**config.mk**
```make
export PLATFORM = sky130hd
export DESIGN_NAME = lru_key_value_cache_top
export DESIGN_NICKNAME = d
export VERILOG_FILES = /design/src/lkvc_pkg.sv /design/src/lru_key_value_cache_top.sv /design/src/lkvc_cell.sv
export SDC_FILE = /design/constraint.sdc
export NUM_CORES = 1
export LEC_CHECK = 0
export BUFFER_PORTS_ARGS = -buffer_cell sky130_fd_sc_hd__buf_2
export CORE_UTILIZATION = 25
export DETAILED_ROUTE_END_ITERATION = 7
export SYNTH_ARGS = -nofsm -noshare
export SYNTH_HDL_FRONTEND = slang
export SYNTH_HIERARCHICAL = 1
export SYNTH_SLANG_ARGS = --single-unit
```
**constraint.sdc**
```tcl
create_clock -name i_clk -period 24.9 [get_ports i_clk]
set_input_delay 2.49 -clock i_clk [delete_from_list [all_inputs] [get_ports i_clk]]
set_output_delay 2.49 -clock i_clk [all_outputs]
set_load 0.01 [all_outputs]
```
**src/lkvc_pkg.sv**
```systemverilog
package lkvc_pkg;

    localparam int KEY_BITS    = 16;
    localparam int VALUE_BITS  = 32;
    localparam int ENTRIES_DEF = 16;

    localparam int          CAP_W     = 5;
    localparam logic [4:0]  CAP_RESET = 5'd16;

    localparam int         APB_ADDR_W = 3;
    localparam int         APB_DATA_W = 32;
    localparam logic [0:0] REG_ENTRIES_IN_USE = 1'b0;

    localparam logic MODE_GET = 1'b0;
    localparam logic MODE_PUT = 1'b1;

    typedef struct packed {
        logic                  mode;
        logic [KEY_BITS-1:0]   key;
        logic [VALUE_BITS-1:0] write_value;
    } t_in_item;

    typedef struct packed {
        logic                  hit;
        logic [VALUE_BITS-1:0] read_value;
    } t_out_item;

    // Hit flag and value passed from cell to cell during the lookup cycle.
    typedef struct packed {
        logic                  hit;
        logic [VALUE_BITS-1:0] value;
    } t_chain;

    typedef enum logic [1:0] {
        UPD_NONE,
        UPD_HIT,
        UPD_INSERT,
        UPD_REPLACE
    } t_upd_op;

    typedef enum logic [1:0] {
        ST_IDLE,
        ST_LOOKUP,
        ST_UPDATE
    } t_state;

endpackage

```
**src/lru_key_value_cache_top.sv**
```systemverilog
// A result strobes on o_done in the update state, which follows the lookup state
// entered when the item is accepted. The lookup cycle compares all cells
// and the update cycle rewrites ranks, keys and values in every cell at once.
// A new item may be accepted during the update cycle of the previous one.
// Reset (synchronous, active low) empties the store and sets the capacity to 16.
// Results cannot be stalled: each is valid for the single cycle o_done is high.
module lru_key_value_cache_top #(
    parameter int ENTRIES = lkvc_pkg::ENTRIES_DEF
) (
    input  logic                              i_clk,
    input  logic                              i_rst_n,
    input  logic                              start,
    output logic                              busy,
    input  lkvc_pkg::t_in_item                i_cmd,
    output logic                              o_done,
    output lkvc_pkg::t_out_item               o_result,
    input  logic                              psel,
    input  logic                              penable,
    input  logic                              pwrite,
    input  logic [lkvc_pkg::APB_ADDR_W-1:0]   paddr,
    input  logic [lkvc_pkg::APB_DATA_W-1:0]   pwdata,
    output logic [lkvc_pkg::APB_DATA_W-1:0]   prdata,
    output logic                              pready
);

    localparam int RANK_W  = (ENTRIES > 1) ? $clog2(ENTRIES) : 1;
    localparam int COUNT_W = $clog2(ENTRIES + 1);

    lkvc_pkg::t_state                r_state;
    lkvc_pkg::t_state                n_state;
    lkvc_pkg::t_in_item              r_item;
    logic                            r_found;
    logic [RANK_W-1:0]               r_hit_rank;
    logic [lkvc_pkg::VALUE_BITS-1:0] r_hit_value;
    logic [lkvc_pkg::CAP_W-1:0]      r_capacity;
    logic [COUNT_W-1:0]              r_count;

    logic               w_accept;
    logic               w_lookup;
    logic [COUNT_W-1:0] w_cap;
    lkvc_pkg::t_upd_op  w_op;
    logic [RANK_W-1:0]  w_limit;
    logic               w_cfg_write;

    lkvc_pkg::t_chain   w_chain      [0:ENTRIES];
    logic [RANK_W-1:0]  w_chain_rank [0:ENTRIES];
    logic [ENTRIES-1:0] w_valid;
    logic [ENTRIES-1:0] w_match;

    assign pready      = 1'b1;
    assign prdata      = lkvc_pkg::APB_DATA_W'(r_capacity);
    assign w_cfg_write = psel && penable && pwrite && pready;

    assign busy     = (r_state == lkvc_pkg::ST_LOOKUP);
    assign w_accept = start && !busy;
    assign w_lookup = (r_state == lkvc_pkg::ST_LOOKUP);

    // A capacity of zero acts as one, and anything above the cell count saturates.
    always_comb begin
        if (r_capacity == '0) begin
            w_cap = COUNT_W'(1);
        end else if (int'(r_capacity) > ENTRIES) begin
            w_cap = COUNT_W'(ENTRIES);
        end else begin
            w_cap = COUNT_W'(r_capacity);
        end
    end

    always_comb begin
        n_state = r_state;
        case (r_state)
            lkvc_pkg::ST_IDLE: begin
                if (w_accept) begin
                    n_state = lkvc_pkg::ST_LOOKUP;
                end
            end
            lkvc_pkg::ST_LOOKUP: begin
                n_state = lkvc_pkg::ST_UPDATE;
            end
            lkvc_pkg::ST_UPDATE: begin
                n_state = w_accept ? lkvc_pkg::ST_LOOKUP : lkvc_pkg::ST_IDLE;
            end
            default: begin
                n_state = lkvc_pkg::ST_IDLE;
            end
        endcase
    end

    // On a put that misses with a full store, the victim is the cell ranked occupancy minus one.
    always_comb begin
        w_op    = lkvc_pkg::UPD_NONE;
        w_limit = RANK_W'(r_count - COUNT_W'(1));
        if (r_state == lkvc_pkg::ST_UPDATE) begin
            if (r_found) begin
                w_op    = lkvc_pkg::UPD_HIT;
                w_limit = r_hit_rank;
            end else if (r_item.mode == lkvc_pkg::MODE_PUT) begin
                w_op = (r_count < w_cap) ? lkvc_pkg::UPD_INSERT : lkvc_pkg::UPD_REPLACE;
            end
        end
    end

    always_ff @(posedge i_clk) begin
        if (!i_rst_n) begin
            r_state    <= lkvc_pkg::ST_IDLE;
            r_capacity <= lkvc_pkg::CAP_RESET;
            r_count    <= '0;
            r_found    <= 1'b0;
        end else begin
            r_state <= n_state;
            if (w_cfg_write && paddr[2] == lkvc_pkg::REG_ENTRIES_IN_USE) begin
                r_capacity <= pwdata[lkvc_pkg::CAP_W-1:0];
            end
            if (w_op == lkvc_pkg::UPD_INSERT) begin
                r_count <= r_count + COUNT_W'(1);
            end
            if (w_lookup) begin
                r_found <= w_chain[ENTRIES].hit;
            end
        end
    end

    always_ff @(posedge i_clk) begin
        if (w_accept) begin
            r_item <= i_cmd;
        end
        if (w_lookup) begin
            r_hit_rank  <= w_chain_rank[ENTRIES];
            r_hit_value <= w_chain[ENTRIES].value;
        end
    end

    assign w_chain[0]      = '0;
    assign w_chain_rank[0] = '0;

    for (genvar g = 0; g < ENTRIES; g++) begin : g_cell
        lkvc_cell #(
            .ENTRIES    (ENTRIES),
            .CELL_INDEX (g)
        ) u_cell (
            .i_clk        (i_clk),
            .i_rst_n      (i_rst_n),
            .i_lookup     (w_lookup),
            .i_item       (r_item),
            .i_op         (w_op),
            .i_limit      (w_limit),
            .i_fill_slot  (r_count),
            .i_chain      (w_chain[g]),
            .i_chain_rank (w_chain_rank[g]),
            .o_chain      (w_chain[g+1]),
            .o_chain_rank (w_chain_rank[g+1]),
            .o_valid      (w_valid[g]),
            .o_match      (w_match[g])
        );
    end

    assign o_done              = (r_state == lkvc_pkg::ST_UPDATE);
    assign o_result.hit        = r_found;
    assign o_result.read_value = (r_found && r_item.mode == lkvc_pkg::MODE_GET) ?
                                 r_hit_value : '0;

    a_count_matches_valid: assert property (
        @(posedge i_clk) disable iff (!i_rst_n)
        $countones(w_valid) == int'(r_count)
    ) else $error("occupancy count differs from number of valid cells");

    a_count_bounded: assert property (
        @(posedge i_clk) disable iff (!i_rst_n)
        int'(r_count) <= ENTRIES
    ) else $error("occupancy count above cell count");

    a_single_match: assert property (
        @(posedge i_clk) disable iff (!i_rst_n)
        (r_state == lkvc_pkg::ST_UPDATE) |-> $onehot0(w_match)
    ) else $error("more than one cell holds the same key");

    a_done_after_lookup: assert property (
        @(posedge i_clk) disable iff (!i_rst_n)
        (r_state == lkvc_pkg::ST_LOOKUP) |=> o_done
    ) else $error("lookup not followed by a result");

    a_insert_grows: assert property (
        @(posedge i_clk) disable iff (!i_rst_n)
        (w_op == lkvc_pkg::UPD_INSERT) |=> (r_count == $past(r_count) + COUNT_W'(1))
    ) else $error("insert did not raise occupancy");

endmodule

```
**src/lkvc_cell.sv**
```systemverilog
module lkvc_cell #(
    parameter int ENTRIES    = lkvc_pkg::ENTRIES_DEF,
    parameter int CELL_INDEX = 0,
    localparam int RANK_W    = (ENTRIES > 1) ? $clog2(ENTRIES) : 1,
    localparam int COUNT_W   = $clog2(ENTRIES + 1)
) (
    input  logic                 i_clk,
    input  logic                 i_rst_n,
    input  logic                 i_lookup,
    input  lkvc_pkg::t_in_item   i_item,
    input  lkvc_pkg::t_upd_op    i_op,
    input  logic [RANK_W-1:0]    i_limit,
    input  logic [COUNT_W-1:0]   i_fill_slot,
    input  lkvc_pkg::t_chain     i_chain,
    input  logic [RANK_W-1:0]    i_chain_rank,
    output lkvc_pkg::t_chain     o_chain,
    output logic [RANK_W-1:0]    o_chain_rank,
    output logic                 o_valid,
    output logic                 o_match
);

    logic                            r_valid;
    logic [RANK_W-1:0]               r_rank;
    logic [lkvc_pkg::KEY_BITS-1:0]   r_key;
    logic [lkvc_pkg::VALUE_BITS-1:0] r_value;
    logic                            r_match;

    logic w_match;
    logic w_target;
    logic w_age;

    assign w_match = r_valid && (r_key == i_item.key);

    // Keys are unique among valid cells, so at most one cell adds to the chain.
    always_comb begin
        o_chain      = i_chain;
        o_chain_rank = i_chain_rank;
        if (w_match) begin
            o_chain.hit   = 1'b1;
            o_chain.value = i_chain.value | r_value;
            o_chain_rank  = i_chain_rank | r_rank;
        end
    end

    always_comb begin
        w_target = 1'b0;
        w_age    = 1'b0;
        case (i_op)
            lkvc_pkg::UPD_HIT: begin
                w_target = r_match;
                w_age    = r_valid && !r_match && (r_rank < i_limit);
            end
            lkvc_pkg::UPD_INSERT: begin
                w_target = (i_fill_slot == COUNT_W'(CELL_INDEX));
                w_age    = r_valid && !w_target;
            end
            lkvc_pkg::UPD_REPLACE: begin
                w_target = r_valid && (r_rank == i_limit);
                w_age    = r_valid && !w_target && (r_rank < i_limit);
            end
            default: begin
                w_target = 1'b0;
                w_age    = 1'b0;
            end
        endcase
    end

    always_ff @(posedge i_clk) begin
        if (!i_rst_n) begin
            r_valid <= 1'b0;
            r_rank  <= '0;
            r_match <= 1'b0;
        end else begin
            if (i_lookup) begin
                r_match <= w_match;
            end
            if (w_target) begin
                r_valid <= 1'b1;
                r_rank  <= '0;
            end else if (w_age) begin
                r_rank <= r_rank + RANK_W'(1);
            end
        end
    end

    always_ff @(posedge i_clk) begin
        if (w_target) begin
            if (i_op != lkvc_pkg::UPD_HIT) begin
                r_key <= i_item.key;
            end
            if (i_op != lkvc_pkg::UPD_HIT || i_item.mode == lkvc_pkg::MODE_PUT) begin
                r_value <= i_item.write_value;
            end
        end
    end

    assign o_valid = r_valid;
    assign o_match = r_match;

endmodule

```
* Word level (Yosys, flattened, before mapping)
Index checks and enable logic that the tools add are counted.
** Operators by class
- Add/sub/neg operators :: 18
- Multipliers :: 0
- Divide/modulo/power cells :: 0
- $lt $le $gt $ge :: 18
- Eq/ne operators :: 54
- Shift operators :: 0
- Muxes and demuxes :: 76
- Bitwise operators :: 33
- Reductions and logical operators :: 218
** Operators by type and width (count)
- two-way mux 33 bit :: 16
- OR 32 bit :: 15
- equality test 16 bit :: 16
- logical AND 1 bit :: 117
- case mux 1 bit (3 select lines) :: 32
- two-way mux 4 bit :: 18
- adder 4 x 1 -> 4 bit, second input constant :: 16
- equality test 4 bit :: 16
- less-than comparator 4 bit :: 16
- AND reduction 2 bit :: 32
- OR 4 bit :: 15
- logical NOT 1 bit :: 49
- equality test 5 x 4 -> 1 bit, second input constant :: 8
- two-way mux 32 bit :: 1
- OR reduction 2 bit :: 16
- equality test 5 x 3 -> 1 bit, second input constant :: 4
- equality test 5 x 2 -> 1 bit, second input constant :: 2
- logical NOT 5 bit :: 2
- two-way mux 5 bit :: 2
- two-way mux 2 bit :: 4
- equality test 2 bit, second input constant :: 3
- case mux 2 bit (3 select lines) :: 1
- adder 5 x 1 -> 5 bit, second input constant :: 1
- equality test 5 x 1 -> 1 bit, second input constant :: 1
- other kinds (10) :: 14
** Word-level totals
- Register bits after elaboration :: 962
- Latch bits :: 0
- Memory bits (writable) :: 0
- Bits in read-only memories :: 0
- Input port bits :: 90
- Output and inout port bits :: 68
- Logic and storage cells :: 506
- Memories :: 0

* Logic depth before layout (Yosys ltp)
Gate-level depths: netlist (run 1).
- Word-level depth :: 33
- Depth in mapped cells :: 22
- Mapped depth without buffers :: 22

* By module
Netlist (run 1), hierarchy kept.
** By module, submodules not included
- lkvc_cell at g_cell[10].u_cell ... :: instances 4, cells each 166, area an instance 2389.8 µm², sequential area each 1561.5 µm²
- lkvc_cell at g_cell[1].u_cell ... :: instances 4, cells each 166, area an instance 2387.3 µm², sequential area each 1561.5 µm²
- lkvc_cell at g_cell[13].u_cell ... :: instances 2, cells each 168, area an instance 2403.6 µm², sequential area each 1561.5 µm²
- lkvc_cell at g_cell[11].u_cell ... :: instances 2, cells each 167, area an instance 2397.3 µm², sequential area each 1561.5 µm²
- lru_key_value_cache_top :: instances 1, cells each 243, area an instance 3793.6 µm², sequential area each 2812.7 µm²
- lkvc_cell at g_cell[15].u_cell :: instances 1, cells each 168, area an instance 2401.1 µm², sequential area each 1561.5 µm²
- lkvc_cell at g_cell[0].u_cell :: instances 1, cells each 166, area an instance 2386.0 µm², sequential area each 1561.5 µm²
- lkvc_cell at g_cell[12].u_cell :: instances 1, cells each 166, area an instance 2384.8 µm², sequential area each 1561.5 µm²
- lkvc_cell at g_cell[3].u_cell :: instances 1, cells each 165, area an instance 2378.5 µm², sequential area each 1561.5 µm²

* Worst setup path before layout (run 1)
OpenSTA, ideal clock, no wires.
- Path kind :: register to register
- Start :: register r_count[2]
- End :: register g_cell[0].u_cell/r_value[0] in the netlist's numbering (enable)
- Library setup time :: 0.402 ns
- Arrival time :: 7.536 ns
- Required time :: 24.498 ns
- Setup slack :: 16.962 ns
- Stages on the path, launching flop included :: 8
- Path buffers :: 0
- Period minus slack after synthesis :: 7.938 ns
- Cell sequence :: dfxtp_1 -> ha_1 -> nand4_1 -> a21oi_1 -> a21oi_1 -> o21ai_0 -> o21ai_0 -> a32o_1
** Between the ends
- Cells in the longest elaborated chain, start to end :: 8
- Elaborated cells on any way between the ends :: 18
- Those cells by class :: add/sub: 1; order compare: 1; eq/ne: 5; mux: 7; reduce/logical: 4
** RTL lines
- from (decl) :: RTL line lru_key_value_cache_top.sv:36 : logic [COUNT_W-1:0] r_count;
- from (signal assigned) :: RTL line lru_key_value_cache_top.sv:115 : r_count <= r_count + COUNT_W'(1);
- less-than comparator 5 bit (*) :: RTL line lru_key_value_cache_top.sv:98 : w_op = (r_count < w_cap) ? lkvc_pkg::UPD_INSERT : lkvc_pkg::UPD_REPLACE;
- two-way mux 1 bit (*) :: RTL line lru_key_value_cache_top.sv:98
- two-way mux 2 bit (*) :: RTL line lru_key_value_cache_top.sv:97 : end else if (r_item.mode == lkvc_pkg::MODE_PUT) begin
- two-way mux 2 bit (*) :: RTL line lru_key_value_cache_top.sv:94 : if (r_found) begin
- two-way mux 2 bit (*) :: RTL line lru_key_value_cache_top.sv:93 : if (r_state == lkvc_pkg::ST_UPDATE) begin
- via w_op[0] :: RTL line lru_key_value_cache_top.sv:41 : lkvc_pkg::t_upd_op w_op;
- equality test 2 bit, or another cell as far along :: RTL line lkvc_cell.sv:48 : case (i_op)
- case mux 1 bit (3 select lines) / logical OR 1 bit (equally long branches) :: RTL line lkvc_cell.sv:48, lkvc_cell.sv:91
- AND reduction 2 bit (no source line) (*)
- to (signal assigned) :: RTL line lkvc_cell.sv:92 : r_value <= i_item.write_value;
- to (decl) :: RTL line lkvc_cell.sv:25 : logic [lkvc_pkg::VALUE_BITS-1:0] r_value;
Mark *: on every way through the listed nets, which the timed path passes. The rest lies on a longest branch.
A chain may end at the register's enable or synchronous reset.

==> results of run 1 <==
==> sequential cells by signal, summed over array words and instances, names as in the netlist <==
signal	flops
r_capacity	5
g_cell.u_cell/r_value	512
r_hit_rank	4
g_cell.u_cell/r_rank	64
g_cell.u_cell/o_valid	16
r_item	49
g_cell.u_cell/o_match	16
r_hit_value	32
r_count	5
r_state	2
g_cell.u_cell/r_key	256
r_found	1
==> power by group through the flow <==
| stage | sequential [mW] | combinational (mW) | clock, mW |
|---|---|---|---|
| 2_1_floorplan | 1.82 | 0.0809 | 0 |
| 3_3_place_gp | 1.81 | 0.129 | 0 |
| 3_5_place_dp | 1.82 | 0.131 | 0 |
| 4_1_cts | 1.78 | 0.131 | 1.44 |
| 5_1_grt | 1.78 | 0.144 | 1.50 |
| 6_report | 1.78 | 0.129 | 1.40 |
==> worst min-delay path by stage <==
stage,slack (ps),startpoint,depth (start not counted),to
global route,500,g_cell[15].u_cell/r_value[2]$_DFFE_PP_,1,r_hit_value[2]$_DFFE_PP_
detailed placement,450,r_state[0]$_SDFFE_PN0P_,1,r_state[0]$_SDFFE_PN0P_
finish,460,r_state[0]$_SDFFE_PN0P_,1,r_state[0]$_SDFFE_PN0P_
floorplan,410,r_state[0]$_SDFFE_PN0P_,1,r_state[0]$_SDFFE_PN0P_
global placement,430,r_state[0]$_SDFFE_PN0P_,1,r_state[0]$_SDFFE_PN0P_
CTS,470,r_state[0]$_SDFFE_PN0P_,1,r_state[0]$_SDFFE_PN0P_
==> metrics by stage <==
stage / setup WS, ps / util
CTS: 18350 / 0.290
global route: 18110 / 0.290
detailed placement: 18380 / 0.271
floorplan: 16960 / -
global placement: 18350 / 0.271
finish: 18410 / 0.290
==> worst register-to-register path: stages (launching register included) <==
cell	delay (ps)
sky130_fd_sc_hd__edfxtp_1	330
sky130_fd_sc_hd__buf_4	450
sky130_fd_sc_hd__xor2_1	200
sky130_fd_sc_hd__nor4_1	90
sky130_fd_sc_hd__nand2_1	110
sky130_fd_sc_hd__nor4_4	50
sky130_fd_sc_hd__buf_4	290
sky130_fd_sc_hd__or2_2	410
sky130_fd_sc_hd__or2_2	290
sky130_fd_sc_hd__or2_2	280
sky130_fd_sc_hd__or2_2	290
sky130_fd_sc_hd__or2_2	280
sky130_fd_sc_hd__or2_2	280
sky130_fd_sc_hd__or2_2	280
sky130_fd_sc_hd__or2_2	290
sky130_fd_sc_hd__or2_2	290
sky130_fd_sc_hd__or2_2	280
sky130_fd_sc_hd__or2_2	280
sky130_fd_sc_hd__or2_2	280
sky130_fd_sc_hd__or2_2	280
sky130_fd_sc_hd__or2_2	280
sky130_fd_sc_hd__or2_2	290
sky130_fd_sc_hd__or2_2	290
sky130_fd_sc_hd__mux2i_1	140
sky130_fd_sc_hd__nor2b_1	60
==> area by class of cell <==
type | instances | area [sq um]
clock buffer | 123 | 2580
clock inverter | 51 | 464
tap | 2204 | 2760
fill | 16700 | 119000
timing repair buffer | 164 | 983
inverter | 117 | 439
sequential | 962 | 27800
multi-input combinational | 1809 | 13300
==> kinds of logic (layout without fill, tap and decap cells) <==
family | after synthesis | in the layout | share of synthesized area
adders and majority gates | 86 | 86 | 0.0256
xor gates and xnor gates | 265 | 265 | 0.0552
buffers and inverters | 198 | 455 | 0.0288
and+or+nand+nor | 550 | 550 | 0.0776
other | 2 | 65 | 0.000179
DFF | 962 | 962 | 0.661
muxes | 25 | 25 | 0.00595
AOI/OAI and AO/OA | 818 | 818 | 0.146
==> cells in the final DEF (no fill, tap or decap), drive strengths merged, types with 49 or more instances in the layout <==
master and instances:
a21o 602, and2 50, buf 164, clkbuf 123
conb 65, dfxtp 109, edfxtp 853, ha 86
inv 120, nand2 123, nand3 67, nor2 60
nor4 49, xnor2 127, xor2 138
==> per-layer routing <==
metal,part of all wire,vias up,track usage,wire length [microns]
met3,0.055,137,0.0251,5390
met5,0,-,0,0
met2,0.44,569,0.175,42700
li1,-,11400,-,-
met4,0.024,0,0.0305,2320
met1,0.48,12200,0.162,47400
==> reports/results.txt, run 1 <==
vias per cell: 4.48
sequential fraction of the synthesis area: 0.661
synthesis-to-finish area growth: 15.0%
synthesized area per cell: 14.5 sq um
number of hold buffers added after CTS: 0
Worst path most repeated cell: sky130_fd_sc_hd__or2_2
hold violation total from the final report: 0
cell with the largest stage delay on the worst path: sky130_fd_sc_hd__buf_4
post-synthesis cell count: 2906
pin count of the biggest net entering global routing: 97
maximum count of clock buffers along a single path: 3
number of buffers inserted during clock tree synthesis: 95
routed length per placed instance: 18.0 microns
crit-path leading delay family: simple AND/OR/NAND/NOR gates
worst-path maximum fanout: 37
run status: completed
category of the worst setup path capture point: flip-flop
Worst EP required: 25490 ps
power share of the combinational group: 0.039
CP peak stage delay: 450 ps
CTS sink cnt: 962
vias post-DR: 24300
Critical path buffers and inverters: 2
area of the core region: 0.167 sq mm
number of input and output port buffers inserted: 100
power share of the sequential group: 0.538
Max Clock Freq: 0.154 GHz
cells resized by post-CTS repair: 0
final worst path period need: 6490 ps
die area: 0.170 sq mm
commonest register cell after synthesis: sky130_fd_sc_hd__edfxtp_1
share of the synthesized area in the top cell type: 0.609
unique cell type count in the Yosys netlist: 48
number of maximum-capacitance violations: 0
# setup viols final: 0
combined area of all synthesized cells: 0.0421 sq mm
top-count cell post-synth: sky130_fd_sc_hd__edfxtp_1
number of nets still failing antenna checks after routing: 0
flop and latch count out of synthesis: 962
Die H: 412 microns
data arrival time of the critical path: 7090 ps
power density normalized to cell area: 68.4 mW/mm^2
clock tree from TritonCTS: yes
initial core utilization: 0.252
R2R Path Start: r_item[45]$_DFFE_PP_
headroom to the max-slew limit: 0.333
worst-case clock skew: 57.1 ps
aggregate routed wire length: 97800 microns
wire length of the first global-routing pass: 148000 microns
top cell types by occurrence after synthesis: sky130_fd_sc_hd__edfxtp_1, sky130_fd_sc_hd__a21o_1, sky130_fd_sc_hd__xor2_1
launching instance or port of the critical path: r_item[45]$_DFFE_PP_
main area contributors after synthesis: sky130_fd_sc_hd__edfxtp_1, sky130_fd_sc_hd__a21o_1, sky130_fd_sc_hd__dfxtp_1, sky130_fd_sc_hd__xor2_1, sky130_fd_sc_hd__xnor2_1
power spent charging and discharging nets: 703 uW
CTS clock-pin slew for the worst setup and hold paths: 60 ps
Critical R2R Capture: r_found$_SDFFE_PN0P_
type of the worst min-delay path: flip-flop to flip-flop
non-filler cells, final: 5430
cell depth of the worst flop-to-flop path: 24
Placed Instance Area: 0.0453 sq mm
switching fraction of total power: 0.212
final critical-path share of the clock period: 0.261
critical path class: flip-flop to flip-flop
unrepaired setup endpoints after global routing: false
Design Area, Final: 0.0484 sq mm
vias in the first global route: 24300
clock root buffer master: sky130_fd_sc_hd__clkbuf_16
RePlAce Congestion: 0.774
worst supply voltage drop on vdd: 51.9 uV
DR DRC count: 0
count of warnings emitted by yosys: 6
count of flip-flops with a built-in enable after synthesis: 853
worst-margin pin slew: 998 ps
Chip Width: 412 microns
Final Max Tran Viols: 0
number of detailed-route iterations in the first pass: 5
top-level I/O count: 158
source-to-sink clock delay at the later pin of the worst-skew pair: 710 ps
Final Net Count: 3325
cell type with the highest aggregate area in the netlist: sky130_fd_sc_hd__edfxtp_1
sum of negative setup slack: 0 ps
antenna diode count: 0
number of DRC violations after detailed-routing iteration 0: 1693
hold slack: 465 ps
GR Util All Layers: 0.114
share of flip-flops with an asynchronous set or reset: 0
num rows: 150
CTS H-Tree Depth: 3
cell breakdown of the critical path: buf_4 > xor2_1 > nor4_1 > nand2_1 > nor4_4 > buf_4 > or2_2 > or2_2 > or2_2 > or2_2 > or2_2 > or2_2 > or2_2 > or2_2 > or2_2 > or2_2 > or2_2 > or2_2 > or2_2 > or2_2 > or2_2 > or2_2 > mux2i_1 > nor2b_1
leakage power summed over all cells: 18.9 nW
part of the total power dissipated in the clock network: 0.423
number of antenna violations at the first check in global routing: 2
overall power: 3.31 mW
half-perimeter wire length of the detailed placement result: 57100 microns
total stage count of the critical path: 24
proportion of layout cells with a drive suffix above 1: 0.142
CP Capture Point: r_found$_SDFFE_PN0P_
setup fix buffers added after clock tree synthesis: 0
kind of launch point of the worst setup path: flip-flop
minimum setup slack among reg-to-reg paths: 18410 ps
Placed Cells: 5256
aggregate global routing overflow: 0
Pint: 2.61 mW
Power figures use the tool's default switching activity.
==> run 2: changes to the inputs <==
clock period = 5.4 ns   (was 24.9 ns; I/O delays follow)
==> run 2 against run 1 <==
Against the previous run:
- fmax increased by 24%
- cell count up 1.0%
- combinational power increased to 4.9 times the previous value
- count of clock-buffer cells in the layout down 10
- register-to-register slack got worse by 18000 ps
- sequential cell count did not move
- critical path depth is 2 lower
- critical path type unchanged
- largest power group unchanged
- sequential share of layout area down 0.85 points
==> reports/results.txt, run 2 (same netlist as run 1, synthesis figures left out) <==
run status: completed (unchanged)
category of the worst setup path capture point: flip-flop (unchanged)
worst-path maximum fanout: 2 (was 37)
Worst Hold Depth: 1 (unchanged)
cell breakdown of the critical path: xor2_1 > nor4_1 > nand2_1 > nor4_4 > or2_4 > or2_2 > or2_4 > or2_4 > or2_4 > or2_4 > or2_4 > or2_4 > or2_4 > or2_4 > or2_4 > or2_4 > or2_4 > or2_4 > or2_4 > or2_4 > mux2i_1 > nor2b_1 (was buf_4 > xor2_1 > nor4_1 > nand2_1 > nor4_4 > buf_4 > or2_2 > or2_2 > or2_2 > or2_2 > or2_2 > or2_2 > or2_2 > or2_2 > or2_2 > or2_2 > or2_2 > or2_2 > or2_2 > or2_2 > or2_2 > or2_2 > mux2i_1 > nor2b_1)
initial core utilization: 0.252 (unchanged)
num rows: 150 (unchanged)
top-level I/O count: 158 (unchanged)
clock root buffer master: sky130_fd_sc_hd__clkbuf_16 (unchanged)
final worst path period need: 5250 ps (was 6490 ps)
RePlAce Congestion: 0.754 (was 0.774)
Design Area, Final: 0.0491 sq mm (was 0.0484 sq mm)
cell with the largest stage delay on the worst path: sky130_fd_sc_hd__edfxtp_1 (was sky130_fd_sc_hd__buf_4)
commonest cells after routing, fill and taps aside: sky130_fd_sc_hd__edfxtp_1, sky130_fd_sc_hd__a21o_1, sky130_fd_sc_hd__xor2_1 (unchanged)
aggregate routed wire length: 99300 microns (was 97800 microns)
CTS H-Tree Depth: 3 (unchanged)
number of detailed-route iterations in the first pass: 7 (was 5)
Final Max Tran Viols: 0 (unchanged)
critical path class: flip-flop to flip-flop (unchanged)
worst supply voltage drop on vdd: 269 uV (was 51.9 uV)
# setup viols final: 0 (unchanged)
Die H: 412 microns (unchanged)
unrepaired setup endpoints after global routing: false (unchanged)
CTS clock-pin slew for the worst setup and hold paths: 60 ps (about the same)
hold violation total from the final report: 0 (unchanged)
die area: 0.170 sq mm (unchanged)
top flop regs: g_cell.u_cell/r_value x512, g_cell.u_cell/r_key x256, g_cell.u_cell/r_rank x64 (unchanged)
type of the worst min-delay path: primary input to flip-flop (was flip-flop to flip-flop)
number of DRC violations after detailed-routing iteration 0: 1684 (was 1693)
area of the core region: 0.167 sq mm (unchanged)
maximum count of clock buffers along a single path: 3 (unchanged)
aggregate global routing overflow: 0 (unchanged)
synthesis-to-finish area growth: 16.7% (was 15.0%)
kind of launch point of the worst setup path: flip-flop (unchanged)
Final Net Count: 3385 (was 3325)
vias per cell: 4.51 (was 4.48)
Worst EP required: 5960 ps (was 25490 ps)
DR DRC count: 0 (unchanged)
Chip Width: 412 microns (unchanged)
worst-margin pin slew: 991 ps (was 998 ps)
vias post-DR: 24700 (was 24300)
number of antenna violations at the first check in global routing: 4 (was 2)
source-to-sink clock delay at the later pin of the worst-skew pair: 700 ps (was 710 ps)
proportion of layout cells with a drive suffix above 1: 0.147 (was 0.142)
CP peak stage delay: 420 ps (was 450 ps)
number of input and output port buffers inserted: 100 (unchanged)
cells resized by post-CTS repair: 0 (unchanged)
routed length per placed instance: 18.1 microns (was 18.0 microns)
Placed Instance Area: 0.0456 sq mm (was 0.0453 sq mm)
Top reg by flops: g_cell.u_cell/r_value (unchanged)
Most Used Layer, Global Route: met2 (unchanged)
number of maximum-capacitance violations: 0 (unchanged)
headroom to the max-slew limit: 0.339 (was 0.333)
half-perimeter wire length of the detailed placement result: 60800 microns (was 57100 microns)
wire length of the first global-routing pass: 151000 microns (was 148000 microns)
sum of negative setup slack: 0 ps (unchanged)
pin count of the biggest net entering global routing: 97 (unchanged)
power density normalized to cell area: 315 mW/mm^2 (was 68.4 mW/mm^2)
number of buffers inserted during clock tree synthesis: 95 (unchanged)
worst-case clock skew: 57.6 ps (was 57.1 ps)
most common library cell in the layout ignoring fill and taps: sky130_fd_sc_hd__edfxtp_1 (unchanged)
flip-flop count of the largest register, all copies and words added: 512 (unchanged)
Worst path most repeated cell: sky130_fd_sc_hd__or2_4 (was sky130_fd_sc_hd__or2_2)
antenna diode count: 0 (unchanged)
CTS sink cnt: 962 (unchanged)
data arrival time of the critical path: 5810 ps (was 7090 ps)
Max Clock Freq: 0.191 GHz (was 0.154 GHz)
met1 GRT Util: 0.163 (was 0.162)
cell depth of the worst flop-to-flop path: 22 (was 24)
leakage power summed over all cells: 19.2 nW (was 18.9 nW)
vias in the first global route: 24700 (was 24300)
met3 Resource Use GR: 0.0199 (was 0.0251)
GR Util All Layers: 0.116 (was 0.114)
final critical-path share of the clock period: 0.972 (was 0.261)
clock tree from TritonCTS: yes (unchanged)
fraction of met2 tracks used by global routing: 0.184 (was 0.175)
number of nets still failing antenna checks after routing: 0 (unchanged)
run 2: per-stage QoR:
stage           util  power (mW)  instances  hold WS, ps  setup WS, ps
5_1_grt        0.294        16.0       5486         16.4          4.19
6_report       0.294        15.5       5486         43.6           152
3_5_place_dp   0.273        8.99       5280          443           229
4_1_cts        0.294        15.7       5486         1.41           168
2_1_floorplan      -        8.77       2969          410           171
3_3_place_gp   0.273        8.98       5280          432           176
run 2: where the power goes:
group,internal (mW),total (mW),switching [mW]
registers,8.14,8.21,0.0706
logic,0.281,0.638,0.356
clock network,3.76,6.62,2.86
run 2: what timing repair did:
item / in CTS / in global routing
endpoints found under the hold margin: 36 / 0
buffers inserted: 0 / 0
hold buffers: 36 / 0
run 2: final cells by class:
class	count	area, sq um
clock inverters	57	636
flip-flops and latches	962	27800
well taps	2204	2760
clock buffers	113	2470
fillers	16700	118000
repair buffers	224	1620
inverters	117	439
multi-input cells	1809	13400
run 2: worst max-delay path: cells and delay by family (launching register included):
kind / cells / cell delay [ps]
DFF: 1 / 420
xor gates and xnor gates: 1 / 240
and+or+nand+nor: 20 / 4350
muxes: 1 / 130
run 2: per-layer routing:
metal | wire, microns | share of wire | up-vias
li1 | - | - | 11500
met1 | 48200 | 0.49 | 12500
met2 | 45000 | 0.45 | 532
met3 | 4330 | 0.044 | 130
met4 | 1790 | 0.018 | 0
met5 | 0 | 0 | -
run 2: worst paths after layout:
path / from / to / slack (ps)
worst max-delay path: r_item[47]$_DFFE_PP_ / r_found$_SDFFE_PN0P_ / 150
worst min-delay path: i_cmd[45] / r_item[45]$_DFFE_PP_ / 40
worst max register to register: r_item[47]$_DFFE_PP_ / r_found$_SDFFE_PN0P_ / 150
worst min register to register: r_state[0]$_SDFFE_PN0P_ / r_state[0]$_SDFFE_PN0P_ / 450
